<file path="config.mk">
export PLATFORM = sky130hd
export DESIGN_NAME = char_stream_lexer_unit
export DESIGN_NICKNAME = d
export VERILOG_FILES = /design/src/hw/rtl/csl_pkg.sv /design/src/hw/rtl/char_stream_lexer_unit.sv /design/src/hw/rtl/csl_front.sv /design/src/hw/rtl/csl_queue.sv /design/src/hw/rtl/csl_back.sv
export SDC_FILE = /design/constraint.sdc
export NUM_CORES = 1
export LEC_CHECK = 0
export BUFFER_PORTS_ARGS = -buffer_cell sky130_fd_sc_hd__buf_4
export CORE_UTILIZATION = 63
export CTS_BUF_LIST = sky130_fd_sc_hd__clkbuf_8
export CTS_CLUSTER_SIZE = 16
export DETAILED_ROUTE_END_ITERATION = 8
export GPL_ROUTABILITY_DRIVEN = 0
export PLACE_DENSITY = 0.8
export SLEW_MARGIN = 15
export SYNTH_ARGS = -nofsm -noshare
export SYNTH_HDL_FRONTEND = slang
export SYNTH_SLANG_ARGS = --single-unit
</file>
<file path="constraint.sdc">
create_clock -name clk -period 4.4 [get_ports clk]
set_clock_uncertainty 0.2 [all_clocks]
set_input_delay 0.88 -clock clk [delete_from_list [all_inputs] [get_ports clk]]
set_output_delay 0.88 -clock clk [all_outputs]
set_load 0.01 [all_outputs]
</file>
<file path="src/hw/rtl/csl_pkg.sv">
// Shared types, codes and character classes of the character stream lexer.
// No dependencies.
`timescale 1ns / 1ps
`default_nettype none
package csl_pkg;

	localparam int QUEUE_DEPTH = 4;

	localparam logic [2:0] KIND_ID     = 3'd0;
	localparam logic [2:0] KIND_NUM    = 3'd1;
	localparam logic [2:0] KIND_SYMBOL = 3'd2;
	localparam logic [2:0] KIND_ERROR  = 3'd3;
	localparam logic [2:0] KIND_STRING = 3'd4;

	localparam logic [1:0] ERR_NONE         = 2'd0;
	localparam logic [1:0] ERR_INVALID      = 2'd1;
	localparam logic [1:0] ERR_UNTERMINATED = 2'd2;

	localparam logic [7:0] CHAR_QUOTE = 8'h22;
	localparam logic [7:0] CHAR_DOT   = 8'h2E;
	localparam logic [7:0] CHAR_NUL   = 8'h00;

	typedef enum logic [2:0] {
		MODE_IDLE   = 3'b001,
		MODE_WORD   = 3'b010,
		MODE_STRING = 3'b100
	} lex_mode_t;

	typedef struct packed {
		logic [2:0] kind;
		logic [7:0] lex_char;
		logic       char_valid;
		logic [1:0] error_code;
		logic       last;
	} result_t;

	// One input character worth of results: one or two
	typedef struct packed {
		result_t first;
		result_t second;
		logic    two;
	} entry_t;

	typedef struct packed {
		logic   push;
		entry_t entry;
	} push_t;

	function automatic logic is_letter(input logic [7:0] c);
		return (c inside {[8'h41:8'h5A], [8'h61:8'h7A]});
	endfunction

	function automatic logic is_digit(input logic [7:0] c);
		return (c inside {[8'h30:8'h39]});
	endfunction

	function automatic logic is_space(input logic [7:0] c);
		return (c inside {8'h20, [8'h09:8'h0D]});
	endfunction

	function automatic logic is_symbol(input logic [7:0] c);
		return (c inside {8'h3D, 8'h2B, 8'h2D, 8'h2A, 8'h2F, 8'h28, 8'h29, 8'h7B, 8'h7D,
			8'h3B});
	endfunction

endpackage
`default_nettype wire

</file>
<file path="src/hw/rtl/char_stream_lexer_unit.sv">
// An accepted character's first result is written into the queue, then into the back end's output register.
// Throughput: one character per cycle while the queue is not full; a character that ends a word
// and is itself a symbol or an invalid character yields two results, sent one after the other.
// A four-entry queue between front and back end absorbs such bursts.
// Reset: asynchronous, active low; mode returns to idle and the queue empties.
// Top level of the character stream lexer; depends on csl_pkg, csl_front, csl_queue, csl_back.
`timescale 1ns / 1ps
`default_nettype none
module char_stream_lexer_unit #(
	parameter int QUEUE_DEPTH = csl_pkg::QUEUE_DEPTH
) (
	input  wire logic       clk,
	input  wire logic       arst_n,
	input  wire logic       in_valid,
	output wire logic       in_ready,
	input  wire logic [7:0] ch,
	input  wire logic       end_of_input,
	output wire logic       out_valid,
	input  wire logic       out_ready,
	output wire logic [2:0] kind,
	output wire logic [7:0] lex_char,
	output wire logic       char_valid,
	output wire logic [1:0] error_code,
	output wire logic       last
);

	csl_pkg::push_t   push;
	csl_pkg::entry_t  head;
	csl_pkg::result_t res;
	logic             full, not_empty, pop, accept;

	assign in_ready = !full;
	assign accept   = in_valid && !full;

	csl_front u_front (
		.clk          (clk),
		.arst_n       (arst_n),
		.in_valid     (in_valid),
		.accept       (accept),
		.ch           (ch),
		.end_of_input (end_of_input),
		.push         (push)
	);

	csl_queue #(
		.DEPTH (QUEUE_DEPTH)
	) u_queue (
		.clk       (clk),
		.arst_n    (arst_n),
		.push      (push),
		.pop       (pop),
		.full      (full),
		.not_empty (not_empty),
		.head      (head)
	);

	csl_back u_back (
		.clk       (clk),
		.arst_n    (arst_n),
		.not_empty (not_empty),
		.head      (head),
		.pop       (pop),
		.out_ready (out_ready),
		.out_valid (out_valid),
		.res       (res)
	);

	assign kind       = res.kind;
	assign lex_char   = res.lex_char;
	assign char_valid = res.char_valid;
	assign error_code = res.error_code;
	assign last       = res.last;

endmodule
`default_nettype wire

</file>
<file path="src/hw/rtl/csl_front.sv">
// Front end: accepts characters, classifies them and tracks the token mode.
// Depends on csl_pkg; pushes result entries into csl_queue.
`timescale 1ns / 1ps
`default_nettype none
module csl_front (
	input  wire logic             clk,
	input  wire logic             arst_n,
	input  wire logic             in_valid,
	input  wire logic             accept,
	input  wire logic [7:0]       ch,
	input  wire logic             end_of_input,
	output csl_pkg::push_t        push
);

	csl_pkg::lex_mode_t mode_q, mode_d;
	logic               num_q, num_d;

	logic               eoi;
	logic               word_char;
	logic [2:0]         wkind;
	csl_pkg::result_t   end_res;
	csl_pkg::result_t   st_res;
	logic               st_has;
	csl_pkg::lex_mode_t st_mode;
	logic               st_num;
	csl_pkg::result_t   r0, r1;
	logic               has0, two;

	assign eoi       = end_of_input || (ch == csl_pkg::CHAR_NUL);
	assign word_char = csl_pkg::is_letter(ch) || csl_pkg::is_digit(ch) ||
		(ch == csl_pkg::CHAR_DOT);
	assign wkind     = num_q ? csl_pkg::KIND_NUM : csl_pkg::KIND_ID;

	always_comb begin
		end_res            = '0;
		end_res.kind       = wkind;
		end_res.error_code = csl_pkg::ERR_NONE;
		end_res.last       = 1'b1;
	end

	// Handle a character with no token open
	always_comb begin
		st_res          = '0;
		st_res.lex_char = ch;
		st_res.char_valid = 1'b1;
		st_has          = 1'b0;
		st_mode         = csl_pkg::MODE_IDLE;
		st_num          = num_q;
		if (csl_pkg::is_letter(ch) || csl_pkg::is_digit(ch)) begin
			st_num      = csl_pkg::is_digit(ch);
			st_mode     = csl_pkg::MODE_WORD;
			st_has      = 1'b1;
			st_res.kind = csl_pkg::is_digit(ch) ? csl_pkg::KIND_NUM : csl_pkg::KIND_ID;
		end else if (ch == csl_pkg::CHAR_QUOTE) begin
			st_mode = csl_pkg::MODE_STRING;
		end else if (csl_pkg::is_symbol(ch)) begin
			st_has      = 1'b1;
			st_res.kind = csl_pkg::KIND_SYMBOL;
			st_res.last = 1'b1;
		end else if (!csl_pkg::is_space(ch)) begin
			st_has            = 1'b1;
			st_res.kind       = csl_pkg::KIND_ERROR;
			st_res.error_code = csl_pkg::ERR_INVALID;
			st_res.last       = 1'b1;
		end
	end

	always_comb begin
		r0     = '0;
		r1     = '0;
		has0   = 1'b0;
		two    = 1'b0;
		mode_d = mode_q;
		num_d  = num_q;
		if (eoi) begin
			mode_d = csl_pkg::MODE_IDLE;
			num_d  = 1'b0;
			case (mode_q)
				csl_pkg::MODE_WORD: begin
					has0 = 1'b1;
					r0   = end_res;
				end
				csl_pkg::MODE_STRING: begin
					has0          = 1'b1;
					r0.kind       = csl_pkg::KIND_ERROR;
					r0.error_code = csl_pkg::ERR_UNTERMINATED;
					r0.last       = 1'b1;
				end
				default: begin
					has0 = 1'b0;
				end
			endcase
		end else begin
			case (mode_q)
				csl_pkg::MODE_WORD: begin
					has0 = 1'b1;
					if (word_char) begin
						r0.kind       = wkind;
						r0.lex_char   = ch;
						r0.char_valid = 1'b1;
					end else begin
						r0     = end_res;
						r1     = st_res;
						two    = st_has;
						mode_d = st_mode;
						num_d  = st_num;
					end
				end
				csl_pkg::MODE_STRING: begin
					has0    = 1'b1;
					r0.kind = csl_pkg::KIND_STRING;
					if (ch == csl_pkg::CHAR_QUOTE) begin
						r0.last = 1'b1;
						mode_d  = csl_pkg::MODE_IDLE;
					end else begin
						r0.lex_char   = ch;
						r0.char_valid = 1'b1;
					end
				end
				default: begin
					has0   = st_has;
					r0     = st_res;
					mode_d = st_mode;
					num_d  = st_num;
				end
			endcase
		end
	end

	assign push.push         = accept && in_valid && has0;
	assign push.entry.first  = r0;
	assign push.entry.second = r1;
	assign push.entry.two    = two;

	always_ff @(posedge clk or negedge arst_n) begin
		if (!arst_n) begin
			mode_q <= csl_pkg::MODE_IDLE;
			num_q  <= 1'b0;
		end else if (accept) begin
			mode_q <= mode_d;
			num_q  <= num_d;
		end
	end

endmodule
`default_nettype wire

</file>
<file path="src/hw/rtl/csl_queue.sv">
// Short queue of result entries between the front and back ends.
// Depends on csl_pkg.
`timescale 1ns / 1ps
`default_nettype none
module csl_queue #(
	parameter int DEPTH = csl_pkg::QUEUE_DEPTH
) (
	input  wire logic             clk,
	input  wire logic             arst_n,
	input  wire csl_pkg::push_t   push,
	input  wire logic             pop,
	output wire logic             full,
	output wire logic             not_empty,
	output csl_pkg::entry_t       head
);

	localparam int PW = (DEPTH > 1) ? $clog2(DEPTH) : 1;
	localparam int CW = $clog2(DEPTH + 1);
	localparam logic [PW-1:0] LAST_PTR = PW'(DEPTH - 1);
	localparam logic [CW-1:0] FULL_CNT = CW'(DEPTH);

	csl_pkg::entry_t mem_q [DEPTH];
	logic [PW-1:0]   wr_ptr_q, rd_ptr_q;
	logic [CW-1:0]   count_q;
	logic            do_push, do_pop;

	assign full      = (count_q == FULL_CNT);
	assign not_empty = (count_q != '0);
	assign head      = mem_q[rd_ptr_q];
	assign do_push   = push.push && !full;
	assign do_pop    = pop && not_empty;

	always_ff @(posedge clk) begin
		if (do_push) begin
			mem_q[wr_ptr_q] <= push.entry;
		end
	end

	always_ff @(posedge clk or negedge arst_n) begin
		if (!arst_n) begin
			wr_ptr_q <= '0;
			rd_ptr_q <= '0;
			count_q  <= '0;
		end else begin
			if (do_push) begin
				wr_ptr_q <= (wr_ptr_q == LAST_PTR) ? '0 : wr_ptr_q + 1'b1;
			end
			if (do_pop) begin
				rd_ptr_q <= (rd_ptr_q == LAST_PTR) ? '0 : rd_ptr_q + 1'b1;
			end
			if (do_push && !do_pop) begin
				count_q <= count_q + 1'b1;
			end else if (do_pop && !do_push) begin
				count_q <= count_q - 1'b1;
			end
		end
	end

endmodule
`default_nettype wire

</file>
<file path="src/hw/rtl/csl_back.sv">
// Back end: holds one entry in an output register and sends its results in order.
// Depends on csl_pkg; pops entries from csl_queue.
`timescale 1ns / 1ps
`default_nettype none
module csl_back (
	input  wire logic             clk,
	input  wire logic             arst_n,
	input  wire logic             not_empty,
	input  wire csl_pkg::entry_t  head,
	output wire logic             pop,
	input  wire logic             out_ready,
	output wire logic             out_valid,
	output csl_pkg::result_t      res
);

	logic            busy_q;
	logic            idx_q;
	csl_pkg::entry_t entry_q;
	logic            done;

	assign done      = out_ready && busy_q && (!entry_q.two || idx_q);
	assign pop       = not_empty && (!busy_q || done);
	assign out_valid = busy_q;
	assign res       = idx_q ? entry_q.second : entry_q.first;

	always_ff @(posedge clk) begin
		if (pop) begin
			entry_q <= head;
		end
	end

	always_ff @(posedge clk or negedge arst_n) begin
		if (!arst_n) begin
			busy_q <= 1'b0;
			idx_q  <= 1'b0;
		end else if (pop) begin
			busy_q <= 1'b1;
			idx_q  <= 1'b0;
		end else if (done) begin
			busy_q <= 1'b0;
			idx_q  <= 1'b0;
		end else if (busy_q && out_ready) begin
			idx_q <= 1'b1;
		end
	end

endmodule
`default_nettype wire

</file>
-- Word level (Yosys, flattened, before mapping)
Memories as Yosys holds them, arrays and structs flattened. A register that Yosys moved wholly into a read port is not among the register bits.
Index checks and enable logic that the tools add are counted.
- $add $sub $neg: 4
- $lt $le $gt $ge: 8
- equal/unequal tests: 21
- mux-type cells: 55
- reductions and logical operators: 35
- operators with widths (operator ; count):
    8-bit by 6-bit equality test with 1-bit output (second input constant) ; 11
    15-bit 2-to-1 mux ; 5
    3-bit 2-to-1 mux ; 12
    1-bit 2-to-1 mux ; 26
    12-bit one-hot mux with 2 select lines ; 1
    9-bit 2-to-1 mux ; 2
    8-bit by 7-bit equality test with 1-bit output (second input constant) ; 2
    8-bit by 7-bit >= comparator with 1-bit output (second input constant) ; 2
    8-bit by 7-bit less-or-equal comparator with 1-bit output (second input constant) ; 2
    1-bit logical AND ; 14
    3-bit one-hot mux with 2 select lines ; 2
    10-bit nonzero test ; 1
    8-bit by 4-bit >= comparator with 1-bit output (second input constant) ; 1
    8-bit by 6-bit >= comparator with 1-bit output (second input constant) ; 1
    8-bit by 4-bit less-or-equal comparator with 1-bit output (second input constant) ; 1
    8-bit by 6-bit less-or-equal comparator with 1-bit output (second input constant) ; 1
    8-bit zero test ; 1
    2-bit one-hot mux with 2 select lines ; 2
    2-bit nonzero test ; 4
    3-bit equality test (second input constant) ; 2
    2-bit 2-to-1 mux ; 3
    3-bit AND reduction ; 2
    3-bit nonzero test ; 2
    1-bit zero test ; 5
    other kinds (11) ; 18
- bits in registers: 13
- memory bits (writable): 124
- input port bits: 13
- output and inout bits: 17
- logic and storage cells: 131
- memories kept: 1
- memories (name ; words ; bits a word ; rd ports ; clocked after memory_dff ; write ports ; RTL line ; text):
    u_queue.mem_q ; 4 ; 31 ; 1 ; 1 ; 1 ; csl_queue.sv:22 ; csl_pkg::entry_t mem_q [DEPTH];

-- Longest topological paths before layout
- depth in word-level cells: 15
- gate-level depth with buffers: 11
- mapped depth without buffers: 10

-- Cells and area by module
Synthesis repeated with hierarchy kept, for this count alone.
- cell total of the unflattened synthesis: 363
- area total of the unflattened synthesis: 7004.2 µm²
- by module, submodules not included (module ; times used ; cells an instance ; area an instance (µm²) ; sequential area each (µm²)):
    csl_queue ; 1 ; 199 ; 4992.3 ; 3898.7
    csl_back ; 1 ; 57 ; 1257.5 ; 980.9
    csl_front ; 1 ; 105 ; 744.5 ; 101.3
    char_stream_lexer_unit ; 1 ; 2 ; 10.0 ; 0.0

-- Worst setup path before layout
No wires, ideal clock.
- kind: in2reg
- start: in out_ready
- end: reg u_queue.count_q[1]
- library setup time: 0.125 ns
- arrival: 3.705 ns
- data required time: 4.075 ns
- path slack: 0.371 ns
- cell stages on the path: 7
- path buffers: 0
- cells stage by stage: o21ai_0 -> a21oi_1 -> inv_1 -> ha_1 -> inv_1 -> fa_1 -> mux2_2
- cells in the longest elaborated chain, start to end: 8
- elaborated cells on any way between the ends: 10
- classes of those cells: mux (1); reduce/logical (9)
- ends and longest elaborated chain (what ; RTL line ; text):
    start: declaration ; char_stream_lexer_unit.sv:19 ; input wire logic out_ready,
    1-bit logical AND * (2 in series) ; csl_back.sv:21 ; assign done = out_ready && busy_q && (!entry_q.two || idx_q);
    1-bit logical OR * ; csl_back.sv:22 ; assign pop = not_empty && (!busy_q || done);
    1-bit logical AND * ; csl_back.sv:22 ;
    net pop ; char_stream_lexer_unit.sv:30 ; logic full, not_empty, pop, accept;
    1-bit logical AND * ; csl_queue.sv:31 ; assign do_pop = pop && not_empty;
    1-bit zero test ; csl_queue.sv:51 ; if (do_push && !do_pop) begin
    1-bit logical AND ; csl_queue.sv:51 ;
    3-bit 2-to-1 mux / 2-bit nonzero test (equally long branches) ; -- ;
    end signal: assignment ; csl_queue.sv:52 ; count_q <= count_q + 1'b1;
    end signal: assignment ; csl_queue.sv:54 ; count_q <= count_q - 1'b1;
    end: declaration ; csl_queue.sv:24 ; logic [CW-1:0] count_q;
The timed path passes the listed nets; every way through them passes the cells marked *.
A chain may end at the register's enable or synchronous reset.

-- Worst setup path after layout
- start: in ch[2]
- end: reg u_queue.count_q[1]
- cells in the longest elaborated chain, start to end: 14
- elaborated cells on any way between the ends: 43
- classes of those cells: order compare (8); eq/ne (12); mux (7); reduce/logical (16)
- ends and longest elaborated chain (what ; RTL line ; text):
    start: declaration ; char_stream_lexer_unit.sv:16 ; input wire logic [7:0] ch,
    8-bit by 4-bit >= comparator with 1-bit output / 8-bit by 4-bit less-or-equal comparator with 1-bit output (equally long branches) ; csl_pkg.sv:58 ; return (c inside {8'h20, [8'h09:8'h0D]});
    1-bit logical AND ; csl_pkg.sv:58 ;
    2-bit nonzero test ; csl_pkg.sv:58 ;
    1-bit 2-to-1 mux ; csl_front.sv:60 ; end else if (!csl_pkg::is_space(ch)) begin
    1-bit 2-to-1 mux ; csl_front.sv:56 ; end else if (csl_pkg::is_symbol(ch)) begin
    1-bit 2-to-1 mux ; csl_front.sv:54 ; end else if (ch == csl_pkg::CHAR_QUOTE) begin
    1-bit 2-to-1 mux ; csl_front.sv:49 ; if (csl_pkg::is_letter(ch) || csl_pkg::is_digit(ch)) begin
    1-bit 2-to-1 mux ; csl_front.sv:94 ; case (mode_q)
    1-bit 2-to-1 mux * ; csl_front.sv:75 ; if (eoi) begin
    1-bit logical AND * ; csl_front.sv:130 ; assign push.push = accept && in_valid && has0;
    1-bit logical AND * ; csl_queue.sv:30 ; assign do_push = push.push && !full;
    net u_queue.do_push ; csl_queue.sv:25 ; logic do_push, do_pop;
    1-bit zero test ; csl_queue.sv:53 ; end else if (do_pop && !do_push) begin
    1-bit logical AND ; csl_queue.sv:53 ;
    2-bit nonzero test (no line) ; -- ;
Marked as above.

==> flow_summary.json <==
{
  "clk_latency_ns": 0.44,
  "htree_levels": 4,
  "yosysMostFrequentCell": "edfxtp_1",
  "netlist_area_um2": 6510,
  "core_um2": 9910,
  "period_share_pct": 70.1,
  "portBuffers": 29,
  "place_hpwl_um": 7350,
  "crit_path_start_kind": "primary input",
  "path_class": "in2reg",
  "arrival_ns": 3.21,
  "synthFlopType": "edfxtp_1",
  "rsz0062_at_grt": "no",
  "max_freq_mhz": 324,
  "track_usage_pct": 23.2,
  "cp.required_ns": 4.53,
  "synth_cell_type_count": 48,
  "tns_ns": 0,
  "grt_max_degree": 33,
  "routed_wl_um": 11400,
  "cap_violations": 0,
  "syn_area_per_cell_um2": 18.4,
  "rrSetupSlack_ns": 1.58,
  "async_reset_ff_share_pct": 8.23,
  "antenna_found_initial": 0,
  "yosys_warnings": 0,
  "overflow": 0,
  "diodes": 0,
  "ir_worst_vdd_v": 0.000343,
  "die_h_um": 104,
  "ios": 30,
  "leakage_nw": 2.47,
  "reg2regPathDepth": 5,
  "postCtsSetupRepairBufs": 0,
  "rows": 36,
  "crit_path_end_kind": "flip-flop",
  "synth_edf_count": 145,
  "ys_ff_latch": 158,
  "detail-route-antenna-nets": 0,
  "cts_root_buffer": "clkbuf_8",
  "synthCells": 354,
  "slew_headroom_pct": 27.9,
  "fin_nets": 416,
  "ys_seq_area_share_pct": 71.9,
  "min_path_type": "in2async",
  "worst_pin_slew_ns": 1.08,
  "power_density_nw_per_um2": 605,
  "reg2reg_from": "u_front.mode_q[1]$_DFFE_PN0P_",
  "max_stage_delay_ns": 0.66,
  "netlist_top_cells_area": "edfxtp_1, mux4_2, dfrtp_1, mux2_2, and2_1",
  "cts_resized": 0,
  "critPathMaxFanout": 14,
  "area_growth_pct": 12.9,
  "fill_cells": 574,
  "drt-initial-drc-count": 205,
  "critPathSlowestCell": "or4b_2",
  "grt_first_pass_wirelength_um": 18300,
  "synth_common_cells": "edfxtp_1, mux4_2, mux2_2, and2_1",
  "layout-drive-gt1-share_pct": 33.0,
  "outcome": "complete, no violations",
  "drc": 0,
  "whs_ns": 0.0710,
  "path_cells": "buf_4, or4b_2, a21oi_1, o21a_2, o21ai_2, ha_1, inv_1, fa_1, mux2_2",
  "start_util_pct": 65.7,
  "report.final.slew_viol_count": 0,
  "numCtsBuffers": 17,
  "path_clk_slew_ns": 0.08,
  "cts_sinks": 158,
  "r2r-end": "u_queue.mem_q[2][2]$_DFFE_PP_",
  "grt_pass1_vias": 3423,
  "viasPerCell": 6.20,
  "finalSetupViolations": 0,
  "syn_nets": 374,
  "cts-hold-fix-buffers": 0,
  "die_w_um": 104,
  "yosysTopAreaCellShare_pct": 66.9,
  "final_cell_area_um2": 7350,
  "period_minus_slack_ns": 3.08,
  "dr.pass1.iters": 4,
  "cts_tree": "done",
  "placed_cell_area_um2": 6910,
  "num_vias": 3361,
  "wl_per_cell_um": 21.0,
  "hold_viol_final": 0,
  "clk_path_buf_depth": 2,
  "yosys.area.top_type": "edfxtp_1",
  "die-area_um2": 10700
}
layer usage:
metal  share of wire, %  track usage (%)
met5                  0                0
met4                1.0             7.04
met3                6.6             6.17
met2                 51             38.2
met1                 41             30.9
sequential cells by signal, indices dropped and copies added (netlist names):
register	flops
u_queue.wr_ptr_q	2
u_front.mode_q	3
u_queue.mem_q	116
u_queue.rd_ptr_q	2
u_back.entry_q	29
u_queue.count_q	3
u_back.out_valid	1
u_back.idx_q	1
u_front.num_q	1
final cells by class:
cell class | instances | area [um^2] | area share [%]
flip-flops and latches | 158 | 4680 | 63.7
multi-input cells | 173 | 1750 | 23.8
well taps | 133 | 166 | 2.26
clock buffers | 17 | 234 | 3.18
clock inverters | 15 | 208 | 2.83
repair buffers | 36 | 270 | 3.68
inverters | 10 | 37.5 | 0.511
worst max-delay path, delay by kind of cell:
family	cells	cell delay [ns]
fa+ha+maj	2	0.63
buf+inv	2	0.22
mux	1	0.28
simple gates	1	0.66
compound gates	3	0.52
worst max-delay path by stage:
stage	from	to	slack (ns)	cells after the start
after floorplan	out_ready	u_queue.count_q[1]$_DFFE_PN0P_	0.37	7
after global placement	ch[2]	u_queue.count_q[1]$_DFFE_PN0P_	0.97	9
after detailed placement	ch[2]	u_queue.count_q[1]$_DFFE_PN0P_	0.89	9
after CTS	ch[2]	u_queue.count_q[1]$_DFFE_PN0P_	1.36	9
after global routing	ch[7]	u_queue.count_q[2]$_DFFE_PN0P_	1.17	11
final	ch[2]	u_queue.count_q[1]$_DFFE_PN0P_	1.32	9
metrics by stage:
stage	instances	worst slack (ns)	total power (W)	util [%]
2_1_floorplan	354	0.371	0.00294	-
4_1_cts	542	1.36	0.00449	74.2
3_3_place_gp	510	0.965	0.00329	69.7
3_5_place_dp	510	0.892	0.00335	69.7
6_report	542	1.32	0.00445	74.2
5_1_grt	542	1.17	0.00465	74.2
power breakdown:
| part | total (W) | leakage (nW) | internal [W] | switching, W |
|---|---|---|---|---|
| registers | 0.00222 | 1.48 | 0.00201 | 0.000206 |
| logic | 0.00108 | 0.774 | 0.000583 | 0.000498 |
| clock network | 0.00115 | 0.215 | 0.000626 | 0.000525 |
| total | 0.00445 | 2.47 | 0.00322 | 0.00123 |
kinds of logic after synthesis:
| group | synth area share (%) |
|---|---|
| flip-flops | 71.9 |
| AND/OR/NAND/NOR | 6.78 |
| buffers and inverters | 1.40 |
| XOR/XNOR | 0.538 |
| AO/OA/AOI/OAI | 4.27 |
| adder cells (fa/ha/maj) | 1.46 |
| multiplexers | 13.7 |
layout by cell type, fill, tap and decap left out, types with 2 or more instances in the layout:
cell and n:
bufinv_16 4, nand2_1 11, dfrtp_1 11, nor4_1 3, a22o_1 2, inv_1 10, mux2_2 21, mux4_2 29
or3b_2 2, clkinv_2 2, nand4_1 3, xor2_1 2, inv_6 3, or4_4 2, nor3b_1 2, a21oi_1 5
edfxtp_1 145, a31oi_1 2, nor2_1 12, ha_1 6, buf_4 36, a31o_2 2, clkinvlp_4 3, nor2b_1 6
and2_1 14, a211oi_1 4, o21ai_0 6, nand3_1 7, nor3_1 11, clkinv_4 2, xnor2_1 2, clkbuf_8 17
(Power assumes the default switching activity.)
